--- src/sv/ldf_pkg.sv ---
// types and constants shared by the sentence deframer modules
`timescale 1ns / 1ps

package ldf_pkg;

	localparam int BYTE_W = 8;
	localparam int IDX_W = 16;
	localparam int LEN_W = 32;
	localparam int PFX_W = 3;
	localparam int KIND_W = 2;
	localparam int OUT_DATA_W = BYTE_W + IDX_W;

	localparam logic [IDX_W-1:0] MAX_WORDS_RST = 16'd1024;

	typedef enum logic [1:0] {
		PH_LEAD,
		PH_PREFIX,
		PH_PAYLOAD
	} phase_t;

	typedef enum logic [KIND_W-1:0] {
		K_PAYLOAD,
		K_END,
		K_BADPFX,
		K_TOOMANY
	} kind_t;

	typedef struct packed {
		logic [BYTE_W-1:0] data;
		kind_t kind;
		logic last;
		logic [IDX_W-1:0] index;
	} result_t;

endpackage

--- src/sv/length_prefixed_sentence_deframer.sv ---
// length-prefixed sentence deframer: top level
//
// bytes of a received stream enter on the s_ group, one per transfer. each
// word opens with a 1 to 5 byte length prefix; payload bytes leave on the
// m_ group tagged with the word index, tlast on the final byte of a word.
// tuser gives the kind: payload, sentence end (zero length), bad lead byte,
// or too many words for max_words. prefix bytes give no payload transfer,
// only control results. max_words is loaded through cfg_we / cfg_wdata;
// the user must do so only while the block is idle, as the block does not
// enforce it. a result passes the input register, then the result
// register, where it waits. one byte per cycle while the receiver does not
// stall; decode is combinational, all counters update as a byte moves on.
// when the receiver stalls, the result register holds and the input
// register keeps taking bytes until one that gives a result waits in it;
// s_tready then drops until m_tready.
// reset clears both stages, sets max_words to 1024 and waits for a lead
// byte of a new sentence with the word count at zero.
`timescale 1ns / 1ps

module length_prefixed_sentence_deframer
	import ldf_pkg::*;
(
	input  logic                  clk,
	input  logic                  arst_n,
	input  logic                  cfg_we,
	input  logic [IDX_W-1:0]      cfg_wdata,
	input  logic                  s_tvalid,
	output logic                  s_tready,
	input  logic [BYTE_W-1:0]     s_tdata,   // in_byte
	output logic                  m_tvalid,
	input  logic                  m_tready,
	output logic [OUT_DATA_W-1:0] m_tdata,   // out_byte, word_index
	output logic [KIND_W-1:0]     m_tuser,   // kind
	output logic                  m_tlast    // last_in_word
);

	logic              valid_s1;
	logic [BYTE_W-1:0] byte_s1;
	logic              advance;
	logic              res_valid;
	result_t           res;
	logic              out_ready;
	logic [IDX_W-1:0]  max_words_q;

	always_ff @(posedge clk or negedge arst_n) begin
		if (!arst_n) begin
			max_words_q <= MAX_WORDS_RST;
		end else if (cfg_we) begin
			max_words_q <= cfg_wdata;
		end
	end

	// a byte moves on unless its result has nowhere to go
	assign advance = valid_s1 && (!res_valid || out_ready);

	ldf_in_reg u_in (
		.clk      (clk),
		.arst_n   (arst_n),
		.s_tvalid (s_tvalid),
		.s_tready (s_tready),
		.s_tdata  (s_tdata),
		.advance  (advance),
		.valid_s1 (valid_s1),
		.byte_s1  (byte_s1)
	);

	ldf_core u_core (
		.clk       (clk),
		.arst_n    (arst_n),
		.valid_s1  (valid_s1),
		.byte_s1   (byte_s1),
		.step      (advance),
		.max_words (max_words_q),
		.res_valid (res_valid),
		.res       (res)
	);

	ldf_out_reg u_out (
		.clk       (clk),
		.arst_n    (arst_n),
		.load      (advance && res_valid),
		.res       (res),
		.out_ready (out_ready),
		.m_tvalid  (m_tvalid),
		.m_tready  (m_tready),
		.m_tdata   (m_tdata),
		.m_tuser   (m_tuser),
		.m_tlast   (m_tlast)
	);

	a_ctrl_fields: assert property (@(posedge clk) disable iff (!arst_n)
		(m_tvalid && m_tuser != K_PAYLOAD) |-> (m_tdata == '0 && !m_tlast))
		else $error("control result carries payload fields");

	a_hold_s1: assert property (@(posedge clk) disable iff (!arst_n)
		(valid_s1 && !advance) |=> (valid_s1 && $stable(byte_s1)))
		else $error("stalled input byte lost");

	a_accept_when_empty: assert property (@(posedge clk) disable iff (!arst_n)
		!m_tvalid |-> s_tready)
		else $error("input stalled with empty result register");

endmodule

--- src/sv/ldf_in_reg.sv ---
// input register stage holding one received byte
`timescale 1ns / 1ps

module ldf_in_reg
	import ldf_pkg::*;
(
	input  logic              clk,
	input  logic              arst_n,
	input  logic              s_tvalid,
	output logic              s_tready,
	input  logic [BYTE_W-1:0] s_tdata,
	input  logic              advance,
	output logic              valid_s1,
	output logic [BYTE_W-1:0] byte_s1
);

	assign s_tready = !valid_s1 || advance;

	always_ff @(posedge clk or negedge arst_n) begin
		if (!arst_n) begin
			valid_s1 <= 1'b0;
		end else if (s_tready) begin
			valid_s1 <= s_tvalid;
		end
	end

	always_ff @(posedge clk) begin
		if (s_tready && s_tvalid) begin
			byte_s1 <= s_tdata;
		end
	end

endmodule

--- src/sv/ldf_core.sv ---
// prefix decoder, payload counter and word counter
`timescale 1ns / 1ps

module ldf_core
	import ldf_pkg::*;
(
	input  logic              clk,
	input  logic              arst_n,
	input  logic              valid_s1,
	input  logic [BYTE_W-1:0] byte_s1,
	input  logic              step,
	input  logic [IDX_W-1:0]  max_words,
	output logic              res_valid,
	output result_t           res
);

	phase_t            phase_q, phase_d;
	logic [PFX_W-1:0]  pfx_left_q, pfx_left_d;
	logic [LEN_W-1:0]  len_q, len_d;
	logic [LEN_W-1:0]  pay_left_q, pay_left_d;
	logic [IDX_W-1:0]  word_cnt_q, word_cnt_d;

	logic [LEN_W-1:0]  prefix_acc;
	logic [PFX_W-1:0]  pfx_dec;
	logic              lead_short;
	logic              lead_bad;
	logic [LEN_W-1:0]  lead_len;
	logic [PFX_W-1:0]  lead_cnt;
	logic [LEN_W-1:0]  done_len;
	logic              len_zero;
	logic              too_many;
	logic              pay_last;

	// length decode
	always_comb begin
		prefix_acc = {len_q[LEN_W-BYTE_W-1:0], byte_s1};
		pfx_dec = pfx_left_q - PFX_W'(pfx_left_q != '0);
		lead_short = !byte_s1[7];
		lead_bad = 1'b0;
		lead_len = '0;
		lead_cnt = '0;
		if (byte_s1[7:6] == 2'b10) begin
			lead_len = LEN_W'(byte_s1[5:0]);
			lead_cnt = 3'd1;
		end else if (byte_s1[7:5] == 3'b110) begin
			lead_len = LEN_W'(byte_s1[4:0]);
			lead_cnt = 3'd2;
		end else if (byte_s1[7:4] == 4'b1110) begin
			lead_len = LEN_W'(byte_s1[3:0]);
			lead_cnt = 3'd3;
		end else if (byte_s1 == 8'hF0) begin
			lead_cnt = 3'd4;
		end else if (!lead_short) begin
			lead_bad = 1'b1;
		end
		done_len = (phase_q == PH_PREFIX) ? prefix_acc : LEN_W'(byte_s1[6:0]);
		len_zero = (done_len == '0);
		too_many = (word_cnt_q >= max_words);
		pay_last = (pay_left_q <= LEN_W'(1));
	end

	// next state
	always_comb begin
		phase_d = phase_q;
		case (phase_q)
			PH_PAYLOAD: begin
				phase_d = pay_last ? PH_LEAD : PH_PAYLOAD;
			end
			PH_PREFIX: begin
				if (pfx_dec != '0) begin
					phase_d = PH_PREFIX;
				end else if (len_zero || too_many) begin
					phase_d = PH_LEAD;
				end else begin
					phase_d = PH_PAYLOAD;
				end
			end
			default: begin
				if (lead_short) begin
					phase_d = (len_zero || too_many) ? PH_LEAD : PH_PAYLOAD;
				end else if (lead_bad) begin
					phase_d = PH_LEAD;
				end else begin
					phase_d = PH_PREFIX;
				end
			end
		endcase
	end

	// results and counters
	always_comb begin
		res_valid = 1'b0;
		res = '{data: '0, kind: K_PAYLOAD, last: 1'b0, index: '0};
		pfx_left_d = pfx_left_q;
		len_d = len_q;
		pay_left_d = pay_left_q;
		word_cnt_d = word_cnt_q;
		case (phase_q)
			PH_PAYLOAD: begin
				res_valid = 1'b1;
				res.data = byte_s1;
				res.last = pay_last;
				res.index = word_cnt_q;
				if (pay_last) begin
					pay_left_d = '0;
					word_cnt_d = word_cnt_q + 16'd1;
				end else begin
					pay_left_d = pay_left_q - 32'd1;
				end
			end
			PH_PREFIX: begin
				if (pfx_dec != '0) begin
					pfx_left_d = pfx_dec;
					len_d = prefix_acc;
				end else begin
					pfx_left_d = '0;
					len_d = '0;
					if (len_zero || too_many) begin
						res_valid = 1'b1;
						res.kind = len_zero ? K_END : K_TOOMANY;
						pay_left_d = '0;
						word_cnt_d = '0;
					end else begin
						pay_left_d = done_len;
					end
				end
			end
			default: begin
				if (lead_short) begin
					pfx_left_d = '0;
					len_d = '0;
					if (len_zero || too_many) begin
						res_valid = 1'b1;
						res.kind = len_zero ? K_END : K_TOOMANY;
						pay_left_d = '0;
						word_cnt_d = '0;
					end else begin
						pay_left_d = done_len;
					end
				end else if (lead_bad) begin
					res_valid = 1'b1;
					res.kind = K_BADPFX;
					pfx_left_d = '0;
					len_d = '0;
					pay_left_d = '0;
					word_cnt_d = '0;
				end else begin
					pfx_left_d = lead_cnt;
					len_d = lead_len;
				end
			end
		endcase
		if (!valid_s1) begin
			res_valid = 1'b0;
		end
	end

	always_ff @(posedge clk or negedge arst_n) begin
		if (!arst_n) begin
			phase_q <= PH_LEAD;
			pfx_left_q <= '0;
			len_q <= '0;
			pay_left_q <= '0;
			word_cnt_q <= '0;
		end else if (step) begin
			phase_q <= phase_d;
			pfx_left_q <= pfx_left_d;
			len_q <= len_d;
			pay_left_q <= pay_left_d;
			word_cnt_q <= word_cnt_d;
		end
	end

	a_payload_count: assert property (@(posedge clk) disable iff (!arst_n)
		phase_q == PH_PAYLOAD |-> pay_left_q != '0)
		else $error("payload phase with nothing left to count");

	a_prefix_count: assert property (@(posedge clk) disable iff (!arst_n)
		phase_q == PH_PREFIX |-> (pfx_left_q != '0 && pfx_left_q <= 3'd4))
		else $error("prefix phase with bad byte count");

	a_accum_clear: assert property (@(posedge clk) disable iff (!arst_n)
		phase_q != PH_PREFIX |-> len_q == '0)
		else $error("length accumulator not cleared outside prefix");

endmodule

--- src/sv/ldf_out_reg.sv ---
// result register on the master side
`timescale 1ns / 1ps

module ldf_out_reg
	import ldf_pkg::*;
(
	input  logic                  clk,
	input  logic                  arst_n,
	input  logic                  load,
	input  result_t               res,
	output logic                  out_ready,
	output logic                  m_tvalid,
	input  logic                  m_tready,
	output logic [OUT_DATA_W-1:0] m_tdata,
	output logic [KIND_W-1:0]     m_tuser,
	output logic                  m_tlast
);

	assign out_ready = !m_tvalid || m_tready;

	always_ff @(posedge clk or negedge arst_n) begin
		if (!arst_n) begin
			m_tvalid <= 1'b0;
		end else if (out_ready) begin
			m_tvalid <= load;
		end
	end

	always_ff @(posedge clk) begin
		if (load && out_ready) begin
			m_tdata <= {res.index, res.data};
			m_tuser <= res.kind;
			m_tlast <= res.last;
		end
	end

endmodule
--- config.mk ---
export PLATFORM = sky130hd
export DESIGN_NAME = length_prefixed_sentence_deframer
export DESIGN_NICKNAME = d
export VERILOG_FILES = /design/src/sv/ldf_pkg.sv /design/src/sv/length_prefixed_sentence_deframer.sv /design/src/sv/ldf_in_reg.sv /design/src/sv/ldf_core.sv /design/src/sv/ldf_out_reg.sv
export SDC_FILE = /design/constraint.sdc
export NUM_CORES = 1
export LEC_CHECK = 0
export BUFFER_PORTS_ARGS = -buffer_cell sky130_fd_sc_hd__buf_2
export CAP_MARGIN = 20
export CORE_MARGIN = 1.5
export CORE_UTILIZATION = 45
export CTS_CLUSTER_SIZE = 30
export DETAILED_ROUTE_END_ITERATION = 8
export GPL_ROUTABILITY_DRIVEN = 0
export PLACE_DENSITY_LB_ADDON = 0.12
export SLEW_MARGIN = 25
export SYNTH_ARGS = -nofsm -noshare
export SYNTH_HDL_FRONTEND = slang
export SYNTH_SLANG_ARGS = --single-unit
--- constraint.sdc ---
create_clock -name clk -period 10.3 [get_ports clk]
set_input_delay 1.03 -clock clk [delete_from_list [all_inputs] [get_ports clk]]
set_output_delay 1.03 -clock clk [all_outputs]
set_load 0.1 [all_outputs]
==> results of run 1 <==
## per-layer routing
layer / vias up / GRT usage [%] / wire, um
li1: 2663 / - / -
met1: 2684 / 34.3 / 8760
met2: 180 / 31.2 / 7190
met3: 19 / 4.30 / 1070
met4: 0 / 7.95 / 240
met5: - / 0 / 0
## worst min-delay path by stage
stage                                                 start  slack [ns]                           endpoint  depth (start not counted)
after floorplan           u_core.pay_left_q[24]$_DFFE_PN0P_        0.47  u_core.pay_left_q[24]$_DFFE_PN0P_                          2
after detailed placement  u_core.pay_left_q[18]$_DFFE_PN0P_        0.50  u_core.pay_left_q[18]$_DFFE_PN0P_                          2
after global placement     u_core.pfx_left_q[0]$_DFFE_PN0P_        0.49   u_core.pfx_left_q[0]$_DFFE_PN0P_                          1
final                      u_core.pfx_left_q[0]$_DFFE_PN0P_        0.52   u_core.pfx_left_q[0]$_DFFE_PN0P_                          1
after global routing       u_core.pfx_left_q[0]$_DFFE_PN0P_        0.54   u_core.pfx_left_q[0]$_DFFE_PN0P_                          1
after CTS                 u_core.pay_left_q[18]$_DFFE_PN0P_        0.51  u_core.pay_left_q[18]$_DFFE_PN0P_                          2
## cell type report
cell class              count  area [um^2]
fillers                  1385         7150
flip-flops and latches    130         3430
multi-input cells         490         3100
clock buffers              17          425
repair buffers             64          340
well taps                 188          235
inverters                  61          229
clock inverters            15          183
## power groups by stage
stage               combinational (W)  clock [W]  sequential [W]
floorplan                    0.000598          0        0.000883
global placement             0.000968          0        0.000733
detailed placement           0.000984          0        0.000736
CTS                          0.000987   0.000629        0.000728
global route                  0.00109   0.000650        0.000742
finish                       0.000991   0.000619        0.000731
## through the flow
step                hold slack [ns]  cells
global route                  0.540    965
floorplan                     0.470    716
CTS                           0.513    965
detailed placement            0.499    933
finish                        0.516    965
global placement              0.491    933
## logic make-up (layout without fill, tap and decap cells)
family	count (synthesis)	after routing	share of synthesized area [%]
muxes	29	29	4.28
DFF	130	130	49.7
xor gates and xnor gates	10	10	1.27
and+or+nand+nor	231	231	17.0
buffers and inverters	96	157	5.72
AOI/OAI and AO/OA	197	197	17.9
adders and majority gates	23	23	4.17
## synth_stat cells, types with 6 or more instances
| library cell | number |
|---|---|
| sky130_fd_sc_hd__a21oi_1 | 37 |
| sky130_fd_sc_hd__a22oi_1 | 15 |
| sky130_fd_sc_hd__a32oi_1 | 14 |
| sky130_fd_sc_hd__and2_1 | 32 |
| sky130_fd_sc_hd__buf_2 | 9 |
| sky130_fd_sc_hd__clkbuf_1 | 21 |
| sky130_fd_sc_hd__dfrtp_1 | 94 |
| sky130_fd_sc_hd__edfxtp_1 | 35 |
| sky130_fd_sc_hd__ha_1 | 23 |
| sky130_fd_sc_hd__inv_1 | 61 |
| sky130_fd_sc_hd__mux2i_1 | 25 |
| sky130_fd_sc_hd__nand2_1 | 68 |
| sky130_fd_sc_hd__nand3_1 | 11 |
| sky130_fd_sc_hd__nand4_1 | 6 |
| sky130_fd_sc_hd__nor2_1 | 44 |
| sky130_fd_sc_hd__nor3_1 | 24 |
| sky130_fd_sc_hd__nor4_1 | 10 |
| sky130_fd_sc_hd__o21ai_0 | 83 |
| sky130_fd_sc_hd__o2bb2ai_1 | 7 |
| sky130_fd_sc_hd__or3_1 | 7 |
## sequential cells by signal, indices dropped and copies added, names as in the netlist
register / cells
u_out.m_tlast: 1
max_words_q: 16
u_core.word_cnt_q: 16
u_in.byte_s1: 8
u_core.len_q: 24
u_core.pay_left_q: 32
u_out.m_tuser: 2
u_in.valid_s1: 1
u_out.m_tdata: 24
u_core.phase_q: 2
u_out.m_tvalid: 1
u_core.pfx_left_q: 3
==> qor.log, run 1 <==
qor: timing.final-setup-viol-count 0
qor: critical_path.crit_path_end s_tready
qor: timing.max_slew_margin 30.5%
qor: yosys.ffs_w_async_s_r_synth 73.1%
qor: critical_path.r2r.worst_path.cells 9
qor: yosys.synth_seq_area_share 49.7%
qor: cts.cts_max_path_buffers 2
qor: die.chipHeight 127 um
qor: route.detail_route.iter0.violations 462
qor: placement.numPortBuffers 57
qor: critical_path.setup.worst_path.end_class output port
qor: final_layout.mostFrequentLayoutCell sky130_fd_sc_hd__dfrtp_1
qor: yosys.yosysTopAreaCell sky130_fd_sc_hd__dfrtp_1
qor: flow_run.max_cap_violations 0
qor: yosys.postSynthRegisterBits 130
qor: final_layout.drive_gt1_share 14.8%
qor: power_and_ir_drop.pwr-share-comb 42.3%
qor: route.finalWirelength 17300 um
qor: power_and_ir_drop.sequentialPowerShare 31.2%
qor: critical_path.crit-reg2reg-capture u_core.pay_left_q[23]$_DFFE_PN0P_
qor: critical_path.critical_path.max_fanout 7
qor: power_and_ir_drop.clkPwrFrac 26.4%
qor: cts.post-cts-setup-buffer-count 0
qor: cts.worst_skew_pair.late_latency 0.42 ns
qor: die.design.die.area 16100 um^2
qor: power_and_ir_drop.switching_component_of_the_power 0.00104 W
qor: min_path.hold_path_class reg2reg
qor: critical_path.r2r_start max_words_q[10]$_DFFE_PN1P_
qor: yosys.synthesis.instances 716
qor: critical_path.crit_arrival 3.62 ns
qor: final_layout.antenna_cells 0
qor: timing.finalMaxSlewViolations 0
qor: global_routing.groute.usage.overall 22.3%
qor: yosys.total_of_warnings_raised_by_yosys 0
qor: power_and_ir_drop.cellInternalPower 0.00130 W
qor: final_layout.final_area 7940 um^2
qor: critical_path.cp_num_buf_inv 2
qor: critical_path.cp_cell_sequence inv_1 > ha_1 > nand2_1 > nor3_1 > or4_1 > nor3_4 > a21oi_1 > o21ai_0 > or2_2 > buf_2
qor: die.initial_core_util 45.8%
qor: final_layout.post-route-util 52.6%
qor: critical_path.cp-startpoint max_words_q[10]$_DFFE_PN1P_
qor: cts.clk_pin_slew_worst_paths 0.06 ns
qor: die.core.rowCount 45
qor: yosys.count_of_flip_flops_with_a_built_in_enable_after_synthesis 35
qor: placement.dp.final_hpwl 12100 um
qor: global_routing.globalRouteOverflowTotal 0
qor: global_routing.grt_pass1_wl 27800 um
qor: critical_path.worst_ep_required_time 9.27 ns
qor: final_layout.areaGrowthSynthToFinish 15.0%
qor: outcome.outcome complete, no violations
qor: timing.timing.clock.skew 0.0103 ns
qor: die.design.portCount 58
qor: critical_path.worst_path_largest_cell_delay 0.60 ns
qor: cts.hold_buffers 0
qor: power_and_ir_drop.power-per-cell-area 295 nW/um^2
qor: final_layout.most-common-layout-cells sky130_fd_sc_hd__dfrtp_1, sky130_fd_sc_hd__o21ai_0, sky130_fd_sc_hd__nand2_1
qor: placement.place_worst_setup_slack 6.11 ns
qor: yosys.synth_top_area_share 34.1%
qor: route.detail_route.wl_per_cell 17.9 um
qor: critical_path.worstSetupPathType reg2out
qor: cts.cts_resized 0
qor: yosys.synthesis.nets 768
qor: cts.h-tree-depth 4
qor: route.remaining_drc_errors 0
qor: power_and_ir_drop.total_power 0.00234 W
qor: die.die_x 127 um
qor: global_routing.grt_pass1_vias 5243
qor: timing.timing.final.ws_setup 5.65 ns
qor: timing.worstMarginPinSlew 1.04 ns
qor: yosys.synth.cell_area 6910 um^2
qor: route.ant_nets 0
qor: route.route.vias.total 5546
qor: yosys.ys_dominant_reg_cell sky130_fd_sc_hd__dfrtp_1
qor: critical_path.worst_path_dominant_cell_family simple AND/OR/NAND/NOR gates
qor: power_and_ir_drop.switching_portion_of_total_power 44.3%
qor: final_layout.nNetsFinal 816
qor: route.routed_via_density 5.75
qor: power_and_ir_drop.p_leak 3.49 nW
qor: timing.finalCriticalPeriod 4.65 ns
qor: yosys.synth_area_per_cell 9.65 um^2
qor: cts.cts-root-buf sky130_fd_sc_hd__clkbuf_16
qor: cts.tritoncts done
qor: die.placeableCoreArea 15100 um^2
qor: timing.fin_setup_tns 0 ns
qor: timing.grt_setup_unrepaired no
qor: route.detail_route.first_pass.iterations 5
qor: critical_path.regToRegSetupSlack 6.60 ns
qor: critical_path.worst_setup_path_start_kind flop
qor: yosys.synth.area.top_cells sky130_fd_sc_hd__dfrtp_1, sky130_fd_sc_hd__edfxtp_1, sky130_fd_sc_hd__o21ai_0, sky130_fd_sc_hd__ha_1, sky130_fd_sc_hd__nand2_1
qor: cts.number_of_clock_sinks 130
qor: timing.max_freq 0.215 GHz
qor: critical_path.timing.critical_path.slowest_stage_cell sky130_fd_sc_hd__or4_1
qor: timing.min_period_over_period 45.1%
qor: global_routing.grt_max_degree 62
qor: cts.cts_buffers 17
qor: power_and_ir_drop.vdd_ir_drop_max 0.000169 V
qor: placement.placement.cell_area 7330 um^2
qor: timing.timing.final.hold_violations 0
qor: critical_path.critical_path_cell_count 10
qor: global_routing.grt_antenna_before_repair 0
qor: yosys.synth.distinct_cells 63
Power figures use the tool's default switching activity.
==> inputs of run 2 (changes only) <==
==> constraint.sdc (replaced) <==
create_clock -name clk -period 4.9 [get_ports clk]
set_input_delay 0.49 -clock clk [delete_from_list [all_inputs] [get_ports clk]]
set_output_delay 0.49 -clock clk [all_outputs]
set_load 0.1 [all_outputs]
==> qor.log, run 2 (synthesis gave the netlist of run 1 again) <==
qor: outcome.outcome complete, no violations
qor: cts.post-cts-setup-buffer-count 0
qor: cts.tritoncts done
qor: global_routing.grt_antenna_before_repair 0
qor: timing.grt_setup_unrepaired no
qor: power_and_ir_drop.p_leak 3.51 nW
qor: critical_path.worstSetupPathType reg2out
qor: final_layout.nNetsFinal 818
qor: final_layout.most-common-layout-cells sky130_fd_sc_hd__dfrtp_1, sky130_fd_sc_hd__o21ai_0, sky130_fd_sc_hd__nand2_1
qor: timing.finalMaxSlewViolations 0
qor: die.placeableCoreArea 15100 um^2
qor: critical_path.cp_cell_sequence ha_1 > a21oi_1 > o21ai_0 > or4_1 > nor3_4 > a21oi_1 > o21ai_0 > or2_2 > buf_2
qor: cts.worst_skew_pair.late_latency 0.42 ns
qor: die.design.die.area 16100 um^2
qor: cts.clk_pin_slew_worst_paths 0.06 ns
qor: critical_path.timing.critical_path.slowest_stage_cell sky130_fd_sc_hd__or4_1
qor: timing.max_slew_margin 31.8%
qor: route.routed_via_density 5.77
qor: die.chipHeight 127 um
qor: final_layout.final.fill_count 1407
qor: critical_path.r2r_start u_core.pfx_left_q[2]$_DFFE_PN0P_
qor: critical_path.cp-startpoint u_core.word_cnt_q[13]$_DFFE_PN0P_
qor: die.initial_core_util 45.8%
qor: cts.cts_max_path_buffers 2
qor: cts.hold_buffers 0
qor: cts.number_of_clock_sinks 130
qor: critical_path.critical_path.max_fanout 7
qor: final_layout.post-route-util 52.5%
qor: flow_run.max_cap_violations 0
qor: power_and_ir_drop.power-per-cell-area 612 nW/um^2
qor: route.finalWirelength 17200 um
qor: route.remaining_drc_errors 0
qor: final_layout.multi_input_comb_area 3090 um^2
qor: timing.fin_setup_tns 0 ns
qor: timing.worstMarginPinSlew 1.02 ns
qor: timing.max_freq 0.243 GHz
qor: route.detail_route.first_pass.iterations 5
qor: final_layout.seq_area 3430 um^2
qor: critical_path.worst_ep_required_time 4.41 ns
qor: critical_path.worst_setup_path_start_kind flop
qor: final_layout.drive_gt1_share 14.6%
qor: final_layout.largest_reg_flops 32
qor: route.ant_nets 0
qor: final_layout.mostFrequentLayoutCell sky130_fd_sc_hd__dfrtp_1
qor: route.detail_route.iter0.violations 555
qor: global_routing.globalRouteOverflowTotal 0
qor: cts.cts_buffers 17
qor: timing.fin_hold_ws 0.133 ns
qor: cts.h-tree-depth 4
qor: timing.timing.clock.skew 0.00890 ns
qor: placement.numPortBuffers 57
qor: cts.cts-root-buf sky130_fd_sc_hd__clkbuf_16
qor: critical_path.worst_path_largest_cell_delay 0.62 ns
qor: global_routing.groute.usage.overall 22.5%
qor: die.die_x 127 um
qor: global_routing.grt_max_degree 62
qor: final_layout.areaGrowthSynthToFinish 14.7%
qor: final_layout.antenna_cells 0
qor: critical_path.setup.worst_path.end_class output port
qor: min_path.hold_path_class in2async
qor: route.detail_route.wl_per_cell 17.8 um
qor: power_and_ir_drop.vdd_ir_drop_max 0.000354 V
qor: critical_path.crit_arrival 3.63 ns
qor: global_routing.grt_pass1_wl 28200 um
qor: cts.cts_resized 0
qor: timing.min_period_over_period 84.1%
qor: timing.finalCriticalPeriod 4.12 ns
qor: die.design.portCount 58
qor: route.route.vias.total 5578
qor: timing.final-setup-viol-count 0
qor: placement.dp.final_hpwl 12000 um
qor: global_routing.grt_pass1_vias 5368
qor: timing.timing.final.hold_violations 0
qor: final_layout.largest_register u_core.pay_left_q
qor: die.core.rowCount 45
qor: final_layout.largestRegisters u_core.pay_left_q (32), u_core.len_q (24), u_out.m_tdata (24)
==> run 2: cell types whose count changed in the layout (fill, tap and decap cells not counted) <==
cell,before,now
sky130_fd_sc_hd__clkinv_2,2,3
sky130_fd_sc_hd__buf_4,8,10
sky130_fd_sc_hd__clkinvlp_4,4,0
sky130_fd_sc_hd__clkbuf_1,0,3
sky130_fd_sc_hd__nor4_2,1,2
sky130_fd_sc_hd__clkbuf_8,0,8
sky130_fd_sc_hd__nor4_4,1,0
sky130_fd_sc_hd__clkinv_4,3,0
sky130_fd_sc_hd__clkbuf_16,17,18
sky130_fd_sc_hd__bufinv_16,3,0
sky130_fd_sc_hd__inv_6,3,0
==> run 2: critical path: cells and delay by family (launching register included) <==
kind	cells	cell delay, ns
simple gates	3	1.12
buf+inv	1	0.42
flops	1	0.45
fa+ha+maj	1	0.33
compound gates	4	0.90
==> run 2: final timing paths <==
kind	to	slack, ns	depth (start not counted)
min	u_core.word_cnt_q[8]$_DFFE_PN0P_	0.13	1
min in group clk	u_in.byte_s1[3]$_DFFE_PP_	0.24	1
max	s_tready	0.78	9
max in group asynchronous	u_core.pay_left_q[16]$_DFFE_PN0P_	3.72	2
min reg2reg	u_core.pfx_left_q[0]$_DFFE_PN0P_	0.50	1
max reg2reg	u_core.word_cnt_q[0]$_DFFE_PN0P_	1.41	12
==> run 2: power breakdown <==
group	total (W)	switching (W)	internal [W]	leakage, nW
Combinational	0.00209	0.00150	0.000589	1.61
Sequential	0.00154	0.000182	0.00135	1.60
Clock	0.00123	0.000445	0.000783	0.295
Total	0.00485	0.00213	0.00273	3.51
==> run 2: stage by stage <==
stage | worst slack [ns] | power, W | instances | cell area (um^2)
after floorplan | 1.39 | 0.00311 | 716 | 6910
after global placement | 1.42 | 0.00357 | 935 | 7340
after detailed placement | 1.25 | 0.00363 | 935 | 7340
after CTS | 0.777 | 0.00487 | 967 | 7930
after global routing | 0.572 | 0.00516 | 967 | 7930
final | 0.777 | 0.00485 | 967 | 7930
==> run 2: cell type report <==
type | instances | share of cell area (%)
clock buffer | 29 | 7.22
sequential | 130 | 43.3
multi-input combinational | 490 | 39.0
clock inverter | 3 | 0.189
timing repair buffer | 66 | 4.48
tap | 188 | 2.97
inverter | 61 | 2.89
==> run 2: routing by layer <==
layer  track usage (%)  up-vias  routed length, um
li1                  -     2670                  -
met1              34.5     2687               8560
met2              31.6      205               7250
met3              5.15       16               1170
met4              6.89        0                199
met5                 0        -                  0
